File: src/rtl/core/huffman_tree_decoder_top_assert.svh
// Assertion macros for the code tree decoder.
`ifndef HUFFMAN_TREE_DECODER_TOP_ASSERT_SVH
`define HUFFMAN_TREE_DECODER_TOP_ASSERT_SVH

// Same-cycle implication, disabled while reset is asserted.
`define HUFD_ASSERT_IMPL(label, clk_sig, rst_sig, ante, cons, msg) \
    label: assert property (@(posedge clk_sig) disable iff (!rst_sig) (ante) |-> (cons)) \
        else $error(msg);

// Next-cycle implication, disabled while reset is asserted.
`define HUFD_ASSERT_NEXT(label, clk_sig, rst_sig, ante, cons, msg) \
    label: assert property (@(posedge clk_sig) disable iff (!rst_sig) (ante) |=> (cons)) \
        else $error(msg);

`endif

File: src/rtl/core/hufd_pkg.sv
`timescale 1ns / 1ps
// ----------------------------------------------------------------------------
// hufd_pkg
// Shared constants and the queue entry type of the code tree decoder.
// ----------------------------------------------------------------------------
package hufd_pkg;

    localparam int MAX_NODES_DEF = 128;

    localparam logic [7:0] CH_OPEN  = 8'h28;
    localparam logic [7:0] CH_CLOSE = 8'h29;
    localparam logic [7:0] CH_ZERO  = 8'h30;
    localparam logic [7:0] CH_SPACE = 8'h20;
    localparam logic [7:0] CH_DOT   = 8'h2E;

    localparam logic FUNC_TREE = 1'b0;
    localparam logic FUNC_CODE = 1'b1;

    // The queue depth must be a power of two.
    localparam int QUEUE_DEPTH = 2;
    localparam int QPTR_W      = $clog2(QUEUE_DEPTH);
    localparam int QCNT_W      = $clog2(QUEUE_DEPTH + 1);

    typedef struct packed {
        logic       func;
        logic [7:0] ch;
        logic       is_open;
        logic       is_close;
        logic       is_zero;
        logic       is_sep;
    } item_t;

endpackage

File: src/rtl/core/hufd_front.sv
`timescale 1ns / 1ps
// ----------------------------------------------------------------------------
// hufd_front
// Accepts input transactions, classifies the character and queues the result.
// ----------------------------------------------------------------------------
module hufd_front
(
    input  logic           clk,
    input  logic           rst_n,
    input  logic           in_valid,
    output logic           in_ready,
    input  logic           in_func,
    input  logic [7:0]     in_char,
    output logic           q_valid,
    input  logic           q_ready,
    output hufd_pkg::item_t q_item
);

    hufd_pkg::item_t                    mem_reg [hufd_pkg::QUEUE_DEPTH];
    logic [hufd_pkg::QPTR_W-1:0]        wr_ptr_reg;
    logic [hufd_pkg::QPTR_W-1:0]        wr_ptr_next;
    logic [hufd_pkg::QPTR_W-1:0]        rd_ptr_reg;
    logic [hufd_pkg::QPTR_W-1:0]        rd_ptr_next;
    logic [hufd_pkg::QCNT_W-1:0]        count_reg;
    logic [hufd_pkg::QCNT_W-1:0]        count_next;
    hufd_pkg::item_t                    cls;
    logic                               push;
    logic                               pop;

    always_comb
    begin
        cls.func     = in_func;
        cls.ch       = in_char;
        cls.is_open  = (in_func == hufd_pkg::FUNC_TREE) && (in_char == hufd_pkg::CH_OPEN);
        cls.is_close = (in_func == hufd_pkg::FUNC_TREE) && (in_char == hufd_pkg::CH_CLOSE);
        cls.is_zero  = (in_func == hufd_pkg::FUNC_CODE) && (in_char == hufd_pkg::CH_ZERO);
        cls.is_sep   = (in_func == hufd_pkg::FUNC_CODE)
                       && ((in_char == hufd_pkg::CH_SPACE) || (in_char == hufd_pkg::CH_DOT));
    end

    assign in_ready = (count_reg != hufd_pkg::QCNT_W'(hufd_pkg::QUEUE_DEPTH));
    assign q_valid  = (count_reg != '0);
    assign q_item   = mem_reg[rd_ptr_reg];
    assign push     = in_valid && in_ready;
    assign pop      = q_valid && q_ready;

    always_comb
    begin
        wr_ptr_next = push ? wr_ptr_reg + hufd_pkg::QPTR_W'(1) : wr_ptr_reg;
        rd_ptr_next = pop ? rd_ptr_reg + hufd_pkg::QPTR_W'(1) : rd_ptr_reg;
        count_next  = count_reg;
        if (push && !pop)
        begin
            count_next = count_reg + hufd_pkg::QCNT_W'(1);
        end
        else if (pop && !push)
        begin
            count_next = count_reg - hufd_pkg::QCNT_W'(1);
        end
    end

    always_ff @(posedge clk or negedge rst_n)
    begin
        if (!rst_n)
        begin
            wr_ptr_reg <= '0;
            rd_ptr_reg <= '0;
            count_reg  <= '0;
        end
        else
        begin
            wr_ptr_reg <= wr_ptr_next;
            rd_ptr_reg <= rd_ptr_next;
            count_reg  <= count_next;
        end
    end

    always_ff @(posedge clk)
    begin
        if (push)
        begin
            mem_reg[wr_ptr_reg] <= cls;
        end
    end

endmodule

File: config.mk
export PLATFORM = sky130hd
export DESIGN_NAME = hufd_front
export DESIGN_NICKNAME = d
export VERILOG_FILES = /design/src/rtl/core/huffman_tree_decoder_top_assert.svh /design/src/rtl/core/hufd_pkg.sv /design/src/rtl/core/hufd_front.sv
export SDC_FILE = /design/constraint.sdc
export NUM_CORES = 1
export LEC_CHECK = 0
export BUFFER_PORTS_ARGS = -buffer_cell sky130_fd_sc_hd__buf_2
export CAP_MARGIN = 20
export CORE_ASPECT_RATIO = 1.2
export CORE_MARGIN = 10
export CORE_UTILIZATION = 51
export CTS_CLUSTER_DIAMETER = 80
export DETAILED_ROUTE_END_ITERATION = 8
export HOLD_SLACK_MARGIN = 0.02
export PLACE_DENSITY = 0.76
export RECOVER_POWER = 25
export SYNTH_ARGS = -nofsm -noshare
export SYNTH_HDL_FRONTEND = slang
export SYNTH_SLANG_ARGS = --single-unit
File: constraint.sdc
create_clock -name clk -period 2.25 [get_ports clk]
set_clock_uncertainty 0.15 [all_clocks]
set_input_delay 0.1125 -clock clk [delete_from_list [all_inputs] [get_ports clk]]
set_output_delay 0.1125 -clock clk [all_outputs]
set_load 0.05 [all_outputs]
== After elaboration in Yosys (flattened, before gate mapping) ==
Memory sizes are Yosys's and may differ from the RTL's.
Index checks and enable logic that the tools add are counted.

* Add/sub/neg operators: 4
* Equal/unequal tests: 6
* Muxes and demuxes: 4
* Bitwise gates (word level): 1
* Reductions and logical operators: 13

{| class="wikitable"
|+ Operator list
! operator !! number
|-
| 8-bit by 6-bit equality test with 1-bit output, second input constant || 5
|-
| 1-bit logical AND || 8
|-
| 2-bit two-way mux || 2
|-
| 2-bit nonzero test || 2
|-
| 1-bit adder, second input constant || 2
|-
| 2-bit by 1-bit adder with 2-bit output, second input constant || 1
|-
| 1-bit logical NOT || 2
|-
| 1-bit two-way mux || 2
|-
| 2-bit inequality test, second input constant || 1
|-
| 2-bit by 1-bit subtractor with 2-bit output, second input constant || 1
|-
| 1-bit logical OR || 1
|-
| 1-bit inverter || 1
|}

* Flip-flop bits (word level): 4
* Memory bits (writable): 26
* Bits of input ports: 13
* Output and inout bits: 15
* Word-level logic and storage cells: 32
* Memories kept: 1

{| class="wikitable"
|+ Memory list
! name !! words !! bits a word !! rd ports !! clocked after Yosys merged registers in !! wr ports !! line !! source
|-
| mem_reg || 2 || 13 || 1 || 0 || 1 || hufd_front.sv:19 || <nowiki>hufd_pkg::item_t mem_reg [hufd_pkg::QUEUE_DEPTH];</nowiki>
|}

== Depth between registers and ports, before layout ==
* Word-level depth: 6
* Gate-level depth with buffers: 7
* Depth with buffers taken out: 7

== Least setup slack after synthesis ==
OpenSTA, ideal clock, no wires.

* Path type: reg2reg
* From: reg count_reg[0] in the netlist's numbering
* To: mem mem_reg[0][0] in the netlist's numbering, enable pin
* Data arrival time: 1.641 ns
* Required time: 1.718 ns
* Slack: 0.077 ns
* Cell stages (with the launch flop): 4
* Clock period less this slack: 2.173 ns
* Cell sequence: dfrtp_1 > nand2b_1 > nand2_1 > nor2_1

* Longest elaborated chain between the ends: 4

{| class="wikitable"
|+ RTL lines
! what !! line !! source
|-
| start, declared || hufd_front.sv:24 || <nowiki>logic [hufd_pkg::QCNT_W-1:0] count_reg;</nowiki>
|-
| start signal, assigned || hufd_front.sv:74 || <nowiki>count_reg <= count_next;</nowiki>
|-
| 2-bit inequality test || hufd_front.sv:41 || <nowiki>assign in_ready = (count_reg != hufd_pkg::QCNT_W'(hufd_pkg::QUEUE_DEPTH));</nowiki>
|-
| net in_ready || hufd_front.sv:11 || <nowiki>output logic in_ready,</nowiki>
|-
| 1-bit logical AND || hufd_front.sv:44 || <nowiki>assign push = in_valid && in_ready;</nowiki>
|-
| 1-bit two-way mux || hufd_front.sv:80 || <nowiki>if (push)</nowiki>
|-
| 1-bit two-way mux (implied by the code) || hufd_front.sv:82 || <nowiki>mem_reg[wr_ptr_reg] <= cls;</nowiki>
|-
| end, declared || hufd_front.sv:19 ||
|}

The timed path passes the listed nets, and every way through them passes these cells.

==> metrics.yaml <==
outcome:
  status: "finished, final reports clean"
timing:
  fmax_mhz: 514.5
  hold_violations: 0
  setup_tns_ns: 0
  setup_ws_ns: 0.3062
  period_share_pct: 86.39
  fin_crit_ns: 1.944
  tightestPinTransition_ns: 0.5975
  rsz0062_at_grt: "false"
  slew_headroom_pct: 60.16
  slew_viol_final: 0
  hold_ws_ns: 0.3523
  setup_viol: 0
power:
  report.power.total_uw: 2252
  power_density_nw_per_um2: 1414
  peakVddDrop_v: 0.001243
  leakage_uw: 0.0005967
routing:
  vias: 753
  ant_nets: 0
  vias_per_cell: 5.054
  finalWirelength_um: 2398
  avgRoutedWirePerCell_um: 16.09
  remaining_drc_errors: 0
  drt_first_pass_iters: 2
  drt_iter0_drc: 12
die:
  die-width_um: 64.56
  dieArea_sq_um: 4743
  ios: 28
  die_h_um: 73.47
  start_util_pct: 53.23
  num_rows: 19
  coreArea_sq_um: 2282
global_route:
  grt_pass1_wl_um: 3815
  grt_overflow_total: 0
  grt_max_degree: 15
  antenna_found_initial: 0
  grt_util_all_layers_pct: 10.85
  grt_pass1_vias: 820
finish:
  final_common_cell: "edfxtp_1"
  layout-drive-gt1-share_pct: 35.59
  area_delta_synth_final_pct: 31.10
  largest_register_ffs: 26
  nets: 131
  layout_common_cells: "edfxtp_1, buf_2, mux2_2, dlygate4sd3_1, clkbuf_1"
  fin_cells: 149
  antennaDiodeCount: 0
setup_path:
  crit_required_ns: 1.99
  end_kind: "output pin"
  cp-start-kind: "flop"
  cp_data_arrival_time_ns: 1.68
  path_max_fanout: 14
  crit_type: "reg -> out"
  r2r_slack_ns: 0.55
synth:
  synth_area_per_cell_sq_um: 17.36
  synth_warnings: 0
  synth_nets: 84
  synth_area_sq_um: 1215
  ys_ff_latch: 30
  ys_seq_area_share_pct: 72.50
  synth.distinct_cells: 19
  syn_inst: 70
place:
  hpwl_um: 1574
  portBuffers: 27
  gp_congestion: 0.7232
  placed_cells: 128
  pre_cts_ws_ns: 0.5909
clock_network:
  tritoncts: "built"
  cts.sinks: 30
  clk_latency_ns: 0.33
  htree_levels: 2
  clk_pin_slew_ns: 0.09
  cts_setup_buffers: 0
  cts_root_buf: "clkbuf_4"
  cts.path.max_buffers: 2
  cts_made_buffers: 5
worst_hold_path:
  hp-class: "reg -> reg"
run:
  drv_cap: 0
-- layer usage --
layer | vias up | track usage [%] | wire, um
met2 | 17 | 20.50 | 1347
met1 | 369 | 8.948 | 862
met3 | 8 | 4.407 | 136
met5 | - | 0 | 0
li1 | 359 | - | -
met4 | 0 | 7.143 | 53
-- where the power goes --
part / internal (uW) / switching, uW
sequential: 768 / 98.4
combinational: 293 / 653
clock: 265 / 174
-- cell type report --
type                       instances  area (sq um)
sequential                        30         880.8
fill                             190         689.4
multi-input combinational         38         322.8
timing repair buffer              41         261.5
clock buffer                       7         55.05
tap                               31         38.79
clock inverter                     1         30.03
inverter                           1         3.754
-- worst max-delay path, stage by stage (launching register included) --
cell and delay (ns):
dfrtp_1 0.73, mux2_2 0.41, buf_2 0.21
-- cell families (layout without fill, tap and decap cells) --
logic type	Yosys count	count (layout)	synth area share (%)
adders and majority gates	1	1	1.030
and+or+nand+nor	18	18	9.476
xor gates and xnor gates	5	5	3.605
muxes	13	13	12.05
buffers and inverters	2	50	0.9268
AOI/OAI and AO/OA	1	1	0.4116
DFF	30	30	72.50
-- worst paths after layout --
path	start	end	cells after the start
max in group asynchronous	rst_n	rd_ptr_reg	3
min in group asynchronous	rst_n	count_reg[1]	3
worst max register to register	count_reg[0]	count_reg[1]	7
worst min-delay path	wr_ptr_reg	wr_ptr_reg	1
worst min register to register	wr_ptr_reg	wr_ptr_reg	1
worst max-delay path	rd_ptr_reg	q_item[11]	2
-- timing repair --
item	CTS	global route
hold endpoints to repair	30	0
hold buffers	13	0
resized for setup	0	0
-- stage by stage --
step / util, % / area [sq um]
finish: 69.79 / 1593
global route: 69.79 / 1593
CTS: 70.29 / 1604
detailed placement: 60.86 / 1389
global placement: 60.86 / 1389
floorplan: - / 1215
-- synth_stat cells, drive strengths merged --
cell type,n,share of area [%]
nor2,3,0.93
mux2,13,12
dfrtp,4,8.2
buf,1,0.62
nor3b,2,1.2
nor3,2,0.82
or2,1,0.52
nand3,2,0.82
nand2,2,0.62
and3,2,1.0
edfxtp,26,64
o21ai,1,0.41
inv,1,0.31
xor2,2,1.4
nor4,1,0.52
nor4b,2,2.5
xnor2,3,2.2
nand2b,1,0.52
ha,1,1.0
Power figures use the tool's default switching activity.
